### config.mk
export PLATFORM = sky130hd
export DESIGN_NAME = hid_boot_keyboard_report_decoder
export DESIGN_NICKNAME = d
export VERILOG_FILES = /design/src/sv/hbk_pkg.sv /design/src/sv/hbk_lane.sv /design/src/sv/hbk_emitter.sv /design/src/sv/hid_boot_keyboard_report_decoder.sv
export SDC_FILE = /design/constraint.sdc
export NUM_CORES = 1
export LEC_CHECK = 0
export ABC_AREA = 0
export BUFFER_PORTS_ARGS = -buffer_cell sky130_fd_sc_hd__buf_2
export CAP_MARGIN = 20
export CORE_MARGIN = 2
export CORE_UTILIZATION = 62
export CTS_BUF_LIST = sky130_fd_sc_hd__clkbuf_16
export DETAILED_ROUTE_END_ITERATION = 10
export GPL_TIMING_DRIVEN = 0
export PLACE_DENSITY = 0.78
export SLEW_MARGIN = 25
export SYNTH_ARGS = -nofsm -noshare
export SYNTH_HDL_FRONTEND = slang
export SYNTH_SLANG_ARGS = --single-unit
### constraint.sdc
create_clock -name clk -period 10 [get_ports clk]
set_clock_uncertainty 0.2 [all_clocks]
set_input_delay 2 -clock clk [delete_from_list [all_inputs] [get_ports clk]]
set_output_delay 2 -clock clk [all_outputs]
set_load 0.03 [all_outputs]
### src/sv/hbk_pkg.sv
`default_nettype none

package hbk_pkg;

  localparam int KEY_SLOTS_DEFAULT = 6;
  localparam int IN_SLOTS = 6;
  localparam int MOD_BITS = 8;
  localparam int ROM_SIZE = 57;

  localparam logic [7:0] HIGHEST_PLACEHOLDER = 8'd3;
  localparam logic [7:0] CODE_A = 8'd4;
  localparam logic [7:0] CODE_Z = 8'd29;
  localparam logic [7:0] CODE_CAPS = 8'h39;
  localparam logic [7:0] CODE_SCROLL = 8'h47;
  localparam logic [7:0] CODE_NUM = 8'h53;
  localparam logic [7:0] SHIFT_LEFT = 8'h02;
  localparam logic [7:0] SHIFT_RIGHT = 8'h20;

  localparam logic [2:0] LED_NUM = 3'b001;
  localparam logic [2:0] LED_CAPS = 3'b010;
  localparam logic [2:0] LED_SCROLL = 3'b100;

  localparam logic REQ_REPORT = 1'b0;
  localparam logic REQ_DISCONNECT = 1'b1;

  typedef logic [7:0] code_t;

  typedef enum logic [1:0] {
    KIND_MOD_PRESS = 2'd0,
    KIND_MOD_RELEASE = 2'd1,
    KIND_KEY_PRESS = 2'd2,
    KIND_KEY_RELEASE = 2'd3
  } kind_t;

  typedef struct packed {
    logic release_key;
    logic press_key;
  } lane_flags_t;

  typedef struct packed {
    logic load;
    logic clear_locks;
  } emit_ctl_t;

  // Returns {unshifted, shifted} characters of a usage code below ROM_SIZE.
  function automatic logic [15:0] char_pair(input logic [5:0] code);
    logic [15:0] pair;
    case (code)
      6'd4: pair = "aA";
      6'd5: pair = "bB";
      6'd6: pair = "cC";
      6'd7: pair = "dD";
      6'd8: pair = "eE";
      6'd9: pair = "fF";
      6'd10: pair = "gG";
      6'd11: pair = "hH";
      6'd12: pair = "iI";
      6'd13: pair = "jJ";
      6'd14: pair = "kK";
      6'd15: pair = "lL";
      6'd16: pair = "mM";
      6'd17: pair = "nN";
      6'd18: pair = "oO";
      6'd19: pair = "pP";
      6'd20: pair = "qQ";
      6'd21: pair = "rR";
      6'd22: pair = "sS";
      6'd23: pair = "tT";
      6'd24: pair = "uU";
      6'd25: pair = "vV";
      6'd26: pair = "wW";
      6'd27: pair = "xX";
      6'd28: pair = "yY";
      6'd29: pair = "zZ";
      6'd30: pair = "1!";
      6'd31: pair = "2@";
      6'd32: pair = "3#";
      6'd33: pair = "4$";
      6'd34: pair = "5%";
      6'd35: pair = "6^";
      6'd36: pair = "7&";
      6'd37: pair = "8*";
      6'd38: pair = "9(";
      6'd39: pair = "0)";
      6'd40: pair = 16'h0D0D;
      6'd42: pair = 16'h0800;
      6'd44: pair = 16'h2020;
      6'd45: pair = "-_";
      6'd46: pair = "=+";
      6'd47: pair = "[{";
      6'd48: pair = "]}";
      6'd49: pair = 16'h5C7C;
      6'd50: pair = 16'h5C7C;
      6'd51: pair = ";:";
      6'd52: pair = 16'h2722;
      6'd53: pair = "`~";
      6'd54: pair = ",<";
      6'd55: pair = ".>";
      6'd56: pair = "/?";
      default: pair = 16'h0000;
    endcase
    return pair;
  endfunction

  function automatic logic [7:0] translate(input logic [7:0] modifier, input code_t code,
                                           input logic caps);
    logic col;
    logic [15:0] pair;
    col = ((modifier & SHIFT_LEFT) != 8'd0) || ((modifier & SHIFT_RIGHT) != 8'd0);
    if (code >= CODE_A && code <= CODE_Z && caps) begin
      col = ~col;
    end
    pair = char_pair(code[5:0]);
    if (code >= 8'(ROM_SIZE)) begin
      return 8'd0;
    end
    return col ? pair[7:0] : pair[15:8];
  endfunction

endpackage

`default_nettype wire

### src/sv/hbk_lane.sv
`default_nettype none

module hbk_lane #(
  parameter int KEY_SLOTS = hbk_pkg::KEY_SLOTS_DEFAULT
) (
  input  wire hbk_pkg::code_t                  old_code,
  input  wire hbk_pkg::code_t                  new_code,
  input  wire logic [KEY_SLOTS-1:0][7:0]       old_list,
  input  wire logic [KEY_SLOTS-1:0][7:0]       new_list,
  output hbk_pkg::lane_flags_t                 flags
);

  logic old_found;
  logic new_found;

  always_comb begin
    old_found = 1'b0;
    new_found = 1'b0;
    for (int i = 0; i < KEY_SLOTS; i++) begin
      if (new_list[i] == old_code) begin
        old_found = 1'b1;
      end
      if (old_list[i] == new_code) begin
        new_found = 1'b1;
      end
    end
    flags.release_key = (old_code > hbk_pkg::HIGHEST_PLACEHOLDER) && !old_found;
    flags.press_key = (new_code > hbk_pkg::HIGHEST_PLACEHOLDER) && !new_found;
  end

endmodule

`default_nettype wire

### src/sv/hbk_emitter.sv
`default_nettype none

module hbk_emitter #(
  parameter int KEY_SLOTS = hbk_pkg::KEY_SLOTS_DEFAULT
) (
  input  wire logic                                   clk,
  input  wire logic                                   rst,
  input  wire hbk_pkg::emit_ctl_t                     ctl,
  input  wire logic [hbk_pkg::MOD_BITS+2*KEY_SLOTS-1:0] pend_in,
  input  wire logic [7:0]                             mod_in,
  input  wire logic [KEY_SLOTS-1:0][7:0]              new_keys_in,
  input  wire logic [KEY_SLOTS-1:0][7:0]              old_keys_in,
  output logic                                        can_take,
  output logic                                        event_valid,
  input  wire logic                                   event_ready,
  output logic [1:0]                                  event_kind,
  output logic [7:0]                                  event_code,
  output logic [7:0]                                  event_modifier,
  output logic [7:0]                                  ascii_char,
  output logic                                        char_valid,
  output logic [2:0]                                  lock_leds,
  output logic                                        leds_changed,
  output logic                                        last
);

  localparam int PW = hbk_pkg::MOD_BITS + 2 * KEY_SLOTS;
  localparam int IW = $clog2(PW);
  localparam int SW = (KEY_SLOTS > 1) ? $clog2(KEY_SLOTS) : 1;

  logic [PW-1:0]              pend;
  logic [7:0]                 work_mod;
  logic [KEY_SLOTS-1:0][7:0]  work_new;
  logic [KEY_SLOTS-1:0][7:0]  work_old;
  logic [2:0]                 leds;
  logic [2:0]                 leds_next;

  logic                       emit;
  logic [IW-1:0]              sel;
  logic [IW-1:0]              off;
  logic [SW-1:0]              slot;
  logic [7:0]                 mbit;
  hbk_pkg::kind_t             kind_d;
  hbk_pkg::code_t             code_d;
  logic [7:0]                 mod_d;
  logic [7:0]                 char_d;
  logic [2:0]                 toggle;

  assign emit = (pend != '0) && (!event_valid || event_ready);
  assign can_take = (pend == '0) || ($onehot(pend) && emit);

  always_comb begin
    sel = '0;
    for (int i = PW - 1; i >= 0; i--) begin
      if (pend[i]) begin
        sel = IW'(i);
      end
    end
  end

  always_comb begin
    off = sel - IW'(hbk_pkg::MOD_BITS);
    slot = SW'(off >> 1);
    mbit = 8'd1 << sel[2:0];
    toggle = 3'b000;
    kind_d = hbk_pkg::KIND_KEY_RELEASE;
    code_d = 8'd0;
    mod_d = 8'd0;
    char_d = 8'd0;
    if (sel < IW'(hbk_pkg::MOD_BITS)) begin
      kind_d = ((work_mod & mbit) != 8'd0) ? hbk_pkg::KIND_MOD_PRESS
                                           : hbk_pkg::KIND_MOD_RELEASE;
      mod_d = mbit;
    end else if (!off[0]) begin
      code_d = work_old[slot];
    end else begin
      kind_d = hbk_pkg::KIND_KEY_PRESS;
      code_d = work_new[slot];
      mod_d = work_mod;
      if (code_d == hbk_pkg::CODE_CAPS) begin
        toggle = hbk_pkg::LED_CAPS;
      end else if (code_d == hbk_pkg::CODE_NUM) begin
        toggle = hbk_pkg::LED_NUM;
      end else if (code_d == hbk_pkg::CODE_SCROLL) begin
        toggle = hbk_pkg::LED_SCROLL;
      end else begin
        char_d = hbk_pkg::translate(work_mod, code_d, leds[1]);
      end
    end
  end

  always_comb begin
    leds_next = emit ? (leds ^ toggle) : leds;
    if (ctl.clear_locks) begin
      leds_next = 3'b000;
    end
  end

  always_ff @(posedge clk) begin
    if (rst) begin
      pend <= '0;
      leds <= 3'b000;
      event_valid <= 1'b0;
    end else begin
      leds <= leds_next;
      if (ctl.load) begin
        pend <= pend_in;
      end else if (emit) begin
        pend <= pend & (pend - 1'b1);
      end
      if (emit) begin
        event_valid <= 1'b1;
      end else if (event_ready) begin
        event_valid <= 1'b0;
      end
    end
  end

  always_ff @(posedge clk) begin
    if (ctl.load) begin
      work_mod <= mod_in;
      work_new <= new_keys_in;
      work_old <= old_keys_in;
    end
    if (emit) begin
      event_kind <= kind_d;
      event_code <= code_d;
      event_modifier <= mod_d;
      ascii_char <= char_d;
      char_valid <= (char_d != 8'd0);
      lock_leds <= leds ^ toggle;
      leds_changed <= (toggle != 3'b000);
      last <= $onehot(pend);
    end
  end

  a_lock_only_on_press: assert property (@(posedge clk) disable iff (rst)
    event_valid && leds_changed |-> event_kind == hbk_pkg::KIND_KEY_PRESS && !char_valid)
    else $error("lock toggle reported on a beat that is not a plain key press");

  a_mod_beat_no_code: assert property (@(posedge clk) disable iff (rst)
    event_valid && (event_kind == hbk_pkg::KIND_MOD_PRESS ||
                    event_kind == hbk_pkg::KIND_MOD_RELEASE)
    |-> event_code == 8'd0 && $onehot(event_modifier) && !char_valid)
    else $error("modifier beat carries a code, a character or several bits");

  a_busy_not_ready: assert property (@(posedge clk) disable iff (rst)
    $countones(pend) > 1 |-> !can_take)
    else $error("new report taken while several events are still pending");

  a_leds_follow_toggle: assert property (@(posedge clk) disable iff (rst)
    emit && !ctl.clear_locks |=> leds == lock_leds)
    else $error("lock flags differ from the LED mask of the last beat");

endmodule

`default_nettype wire

### src/sv/hid_boot_keyboard_report_decoder.sv
// Boot keyboard report decoder.
// The report channel (report_valid / report_ready) carries one beat per boot
// keyboard report or disconnect request, selected by req_type. The event
// channel (event_valid / event_ready) carries one beat per key event.
// A report yields its modifier events first, from bit 0 up, then per slot
// a release of a vanished key and a press of a new key, with the last beat
// flagged. Lock key presses toggle the caps, num and scroll flags.
// The edge that takes a report loads the pending events; the first is then
// registered into the output register, after which the sequencer issues one
// event per cycle while event_ready is high. report_ready stays low while
// more than one event is pending and stays high for a report or disconnect
// without events; the next report is taken in the cycle the last event of
// the previous one is issued. When the receiver stalls, the current event
// stays in the output register and the sequencer waits; report_ready falls
// once pending events remain. Reset clears stored keys, modifier byte, lock
// flags and pending events; a disconnect clears the lock flags only.
`default_nettype none

module hid_boot_keyboard_report_decoder #(
  parameter int KEY_SLOTS = hbk_pkg::KEY_SLOTS_DEFAULT
) (
  input  wire logic        clk,
  input  wire logic        rst,
  input  wire logic        report_valid,
  output logic             report_ready,
  input  wire logic        req_type,
  input  wire logic [7:0]  report_modifier,
  input  wire logic [7:0]  slot0_code,
  input  wire logic [7:0]  slot1_code,
  input  wire logic [7:0]  slot2_code,
  input  wire logic [7:0]  slot3_code,
  input  wire logic [7:0]  slot4_code,
  input  wire logic [7:0]  slot5_code,
  output logic             event_valid,
  input  wire logic        event_ready,
  output logic [1:0]       event_kind,
  output logic [7:0]       event_code,
  output logic [7:0]       event_modifier,
  output logic [7:0]       ascii_char,
  output logic             char_valid,
  output logic [2:0]       lock_leds,
  output logic             leds_changed,
  output logic             last
);

  localparam int PW = hbk_pkg::MOD_BITS + 2 * KEY_SLOTS;

  logic [hbk_pkg::IN_SLOTS-1:0][7:0] in_slots;
  logic [KEY_SLOTS-1:0][7:0]         keys;
  logic [KEY_SLOTS-1:0][7:0]         stored_keys;
  logic [7:0]                        prev_mod;
  hbk_pkg::lane_flags_t              lane_flags [KEY_SLOTS];
  logic [PW-1:0]                     pend_in;
  logic                              accept;
  hbk_pkg::emit_ctl_t                ctl;

  assign in_slots = {slot5_code, slot4_code, slot3_code, slot2_code, slot1_code, slot0_code};

  for (genvar g = 0; g < KEY_SLOTS; g++) begin : g_lane
    if (g < hbk_pkg::IN_SLOTS) begin : g_real
      assign keys[g] = in_slots[g];
    end else begin : g_pad
      assign keys[g] = 8'd0;
    end

    hbk_lane #(
      .KEY_SLOTS(KEY_SLOTS)
    ) u_lane (
      .old_code(stored_keys[g]),
      .new_code(keys[g]),
      .old_list(stored_keys),
      .new_list(keys),
      .flags   (lane_flags[g])
    );

    assign pend_in[hbk_pkg::MOD_BITS + 2 * g] = lane_flags[g].release_key;
    assign pend_in[hbk_pkg::MOD_BITS + 2 * g + 1] = lane_flags[g].press_key;
  end

  assign pend_in[hbk_pkg::MOD_BITS-1:0] = report_modifier ^ prev_mod;

  assign accept = report_valid && report_ready;
  assign ctl.load = accept && (req_type == hbk_pkg::REQ_REPORT);
  assign ctl.clear_locks = accept && (req_type == hbk_pkg::REQ_DISCONNECT);

  always_ff @(posedge clk) begin
    if (rst) begin
      stored_keys <= '0;
      prev_mod <= 8'd0;
    end else if (ctl.load) begin
      stored_keys <= keys;
      prev_mod <= report_modifier;
    end
  end

  hbk_emitter #(
    .KEY_SLOTS(KEY_SLOTS)
  ) u_emitter (
    .clk           (clk),
    .rst           (rst),
    .ctl           (ctl),
    .pend_in       (pend_in),
    .mod_in        (report_modifier),
    .new_keys_in   (keys),
    .old_keys_in   (stored_keys),
    .can_take      (report_ready),
    .event_valid   (event_valid),
    .event_ready   (event_ready),
    .event_kind    (event_kind),
    .event_code    (event_code),
    .event_modifier(event_modifier),
    .ascii_char    (ascii_char),
    .char_valid    (char_valid),
    .lock_leds     (lock_leds),
    .leds_changed  (leds_changed),
    .last          (last)
  );

endmodule

`default_nettype wire
==> summary.md <==
| Metric | Value |
|---|---|
| Result of the run | finished, final reports clean |
| Die span in x | 157 um |
| Worst-case headroom to the max-slew limit | 0.263 |
| Synth cell types | 97 |
| Antenna diode count | 0 |
| Syn Area/Cell | 9.27 sq um |
| Detailed Routing Iterations Pass 1 | 9 |
| Number of hold violations in the final report | 0 |
| Top FF cell, synth | edfxtp_1 |
| Total number of clock tree sinks | 215 |
| Worst flop-to-flop path endpoint | u_emitter.work_old[27]$_DFFE_PP_ |
| Maximum net fanout on the critical path | 8 |
| Final routed wirelength across all metal layers | 53.8 mm |
| GRT Resource Usage Total | 0.438 |
| Die height | 157 um |
| Beginning of the worst register-to-register path | u_emitter.pend[6]$_SDFFE_PP0P_ |
| Number of enable-type register cells in the synthesized netlist | 135 |
| Final number of max-transition violations | 0 |
| Total number of vias | 13.5k |
| CTS root buffer | clkbuf_16 |
| Area added between synthesis and finish | 11.1% |
| Largest net degree at the start of global routing | 57 |
| Count of buffers added by post-CTS timing repair for setup | 0 |
| Layout cell share with drive strength beyond 1 | 0.114 |
| Buffer levels on the longest clock path | 3 |
| Part of the Yosys area used for sequential elements | 0.390 |
| Worst reg2reg path depth | 21 |
| TritonCTS clock tree | done |
| Critical path endpoint category | output pin |
| DRC Markers | 0 |
| Leading cell types by total area after synthesis | edfxtp_1 28%, dfxtp_1 11%, xor2_1 10% |
| Setup repair after global routing missed its margin | no |
| Overflow left after global routing | 0 |
| Class of the most critical hold timing path | reg -> reg |
| Remaining antenna violation count after routing | 0 |
| Vias in the first global route | 12.4k |
| Floorplan Core Area | 22800 sq um |
| Summed negative setup slack over all endpoints | 0 ns |
| Number of H-tree branching levels | 1 |
| Antenna violations before repair | 1 |
| Post-synth net total | 1674 |
| Peak Freq | 133 MHz |
| Net count reported at finish | 1793 |
| Worst hold path stage count | 0 |
| Syn Std Cell Area | 14500 sq um |
| Final core utilization | 0.706 |
| Std-Cell Rows | 55 |
| Number of buffers added by the clock tree synthesis step | 23 |
| Routability-driven placement congestion ratio | 1.05 |
| Number of DRC violations after detailed-routing iteration 0 | 1785 |
| Initial core utilization | 0.635 |
| Placed wire-length estimate | 40.0 mm |
| Synthesized flop and latch total | 215 |
| Minimum setup slack among reg-to-reg paths | 3.16 ns |
| Yosys top cell by area | edfxtp_1 |
| Final period utilization | 0.749 |
| Post-layout min period | 7.49 ns |
| Top-area cell type share of the netlist area | 0.279 |
| Reg clk slew, reported paths | 0.07 ns |
| Number of buffers added to fix hold violations after cts | 0 |
| Nature of the critical path startpoint | flip-flop |
| Number of vias per cell | 6.69 |
| Count of boundary I/O pins | 95 |
| First-pass GRT wire length | 78.9 mm |
| Die Footprint | 24700 sq um |
| Critical setup path kind | reg -> out |
| Warning count from the yosys run | 0 |
| Max-cap violation count | 0 |
| CTS resizes | 0 |
| Mean routed wirelength per cell | 26.7 um |
| Number of input and output port buffers inserted | 92 |
| Clock Latency Late Sink | 0.53 ns |
| Filler cell count in the final layout | 1766 |
| Post-synthesis async set-or-reset flop share | 0 |
| Transition time at the pin with the least slew margin | 1.10 ns |
| Cell count after synthesis | 1566 |
| Worst Path Required | 7.80 ns |
| Worst hold endpoint | u_emitter.work_old[47]$_DFFE_PP_ |
| Hold Path Origin | stored_keys[47]$_SDFFE_PP0P_ |
| Setup Viol. Count Final | 0 |
| Arrival time at the worst endpoint | 5.29 ns |
-- cells in the mapped netlist, types with 5 or more instances --
cell	instances
a21oi_1	106
a211oi_1	16
a22oi_1	6
a21o_1	9
o311ai_0	8
buf_1	19
buf_2	8
nand4_1	50
a31oi_1	6
fa_1	14
and3_1	5
clkbuf_1	124
o21ai_0	19
nand2b_1	5
inv_1	54
xor2_1	174
mux4_2	10
nor4_1	59
and2_1	6
nor3_1	19
o211ai_1	10
dfxtp_1	80
o41a_1	6
or4_1	7
nor2_1	85
a221oi_1	8
nand3_1	27
mux2i_1	10
nand2_1	208
o31ai_1	5
xnor2_1	129
ha_1	33
edfxtp_1	135
nor3b_1	5
-- placed cells by master, fill, tap and decap left out, types with 5 or more instances in the layout --
| cell type | instances |
|---|---|
| a21oi_1 | 104 |
| buf_1 | 19 |
| nand2b_1 | 5 |
| buf_2 | 100 |
| o41a_1 | 6 |
| ha_1 | 33 |
| nor4_1 | 58 |
| a22oi_1 | 6 |
| inv_1 | 59 |
| nor2_1 | 85 |
| a21o_1 | 9 |
| nand3_1 | 27 |
| clkinv_2 | 5 |
| o311ai_0 | 8 |
| dfxtp_1 | 80 |
| a221oi_1 | 8 |
| o21ai_0 | 19 |
| xnor2_1 | 129 |
| o211ai_1 | 10 |
| a31oi_1 | 6 |
| a211oi_1 | 16 |
| nand2_1 | 208 |
| xor2_1 | 174 |
| mux4_2 | 10 |
| and3_1 | 5 |
| clkinv_1 | 7 |
| nand4_1 | 50 |
| clkbuf_16 | 23 |
| nor3_1 | 19 |
| edfxtp_1 | 135 |
| or4_1 | 7 |
| fa_1 | 14 |
| mux2i_1 | 10 |
| and2_1 | 6 |
| nor3b_1 | 5 |
| clkbuf_1 | 123 |
-- worst max path at each step --
| stage | from | endpoint | slack [ns] | cells after the start |
|---|---|---|---|---|
| 4_1_cts | u_emitter.pend[6]$_SDFFE_PP0P_ | report_ready | 2.54 | 16 |
| 3_3_place_gp | u_emitter.pend[12]$_SDFFE_PP0P_ | u_emitter.pend[3]$_SDFFE_PP0P_ | -0.12 | 20 |
| 5_1_grt | u_emitter.pend[6]$_SDFFE_PP0P_ | report_ready | 2.24 | 16 |
| 6_report | u_emitter.pend[6]$_SDFFE_PP0P_ | report_ready | 2.51 | 16 |
| 3_5_place_dp | u_emitter.pend[6]$_SDFFE_PP0P_ | report_ready | 3.11 | 16 |
| 2_1_floorplan | u_emitter.pend[6]$_SDFFE_PP0P_ | u_emitter.work_mod[0]$_DFFE_PP_ | 1.40 | 20 |
-- worst max-delay path, stage by stage (launching register included) --
cell	delay (ns)
dfxtp_1	0.34
buf_2	0.22
inv_1	0.12
ha_1	0.29
inv_1	0.05
fa_1	0.50
inv_1	0.08
fa_1	0.51
inv_1	0.06
fa_1	0.44
fa_1	0.53
fa_1	0.45
a2111oi_0	0.36
a21oi_1	0.07
nor3_1	0.33
a21o_1	0.22
buf_2	0.21
-- layer usage --
metal | global-route usage | routed length, um
met1 | 0.577 | 19700
met4 | 0.250 | 3930
met2 | 0.676 | 23300
met5 | 0 | 11
met3 | 0.0884 | 6860
-- sequential cells by signal, summed over array words and instances, names as in the netlist --
register,cells
u_emitter.pend,20
u_emitter.ascii_char,7
prev_mod,8
u_emitter.lock_leds,3
u_emitter.work_mod,8
u_emitter.event_modifier,8
u_emitter.last,1
u_emitter.work_old,48
u_emitter.leds,3
stored_keys,48
u_emitter.work_new,48
u_emitter.event_kind,2
u_emitter.event_code,8
u_emitter.char_valid,1
u_emitter.leds_changed,1
u_emitter.event_valid,1
-- area by class of cell --
cell class / count / area, sq um / area share
Buffer: 157 / 633 / 0.0393
Clock buffer: 23 / 576 / 0.0357
Clock inverter: 19 / 108 / 0.00667
Inverter: 59 / 228 / 0.0141
Multi-Input combinational cell: 1135 / 8030 / 0.498
Sequential cell: 215 / 5660 / 0.351
Tap cell: 313 / 392 / 0.0243
Timing Repair Buffer: 94 / 508 / 0.0315
-- kinds of logic (layout without fill, tap and decap cells) --
logic type               count (synthesis)  in the layout  share of synthesized area
other                                    1              1                   0.000258
buffers and inverters                  216            352                     0.0589
flip-flops                             215            215                      0.390
XOR/XNOR                               303            303                      0.183
AO/OA/AOI/OAI                          260            260                      0.127
AND/OR/NAND/NOR                        497            497                      0.165
multiplexers                            27             27                     0.0289
adder cells (fa/ha/maj)                 47             47                     0.0477
-- stage by stage --
stage | setup WS, ns | hold slack [ns] | instance area, sq um | instances
CTS | 2.54 | 0.229 | 16100 | 2015
detailed placement | 3.11 | 0.212 | 15400 | 1973
global placement | -0.122 | 0.209 | 15400 | 1971
global route | 2.24 | 0.241 | 16100 | 2015
finish | 2.51 | 0.231 | 16100 | 2015
floorplan | 1.40 | 0.206 | 14500 | 1566
Power is not shown: default switching activity piles up to over one toggle a cycle in this logic, so the estimate is an artifact.
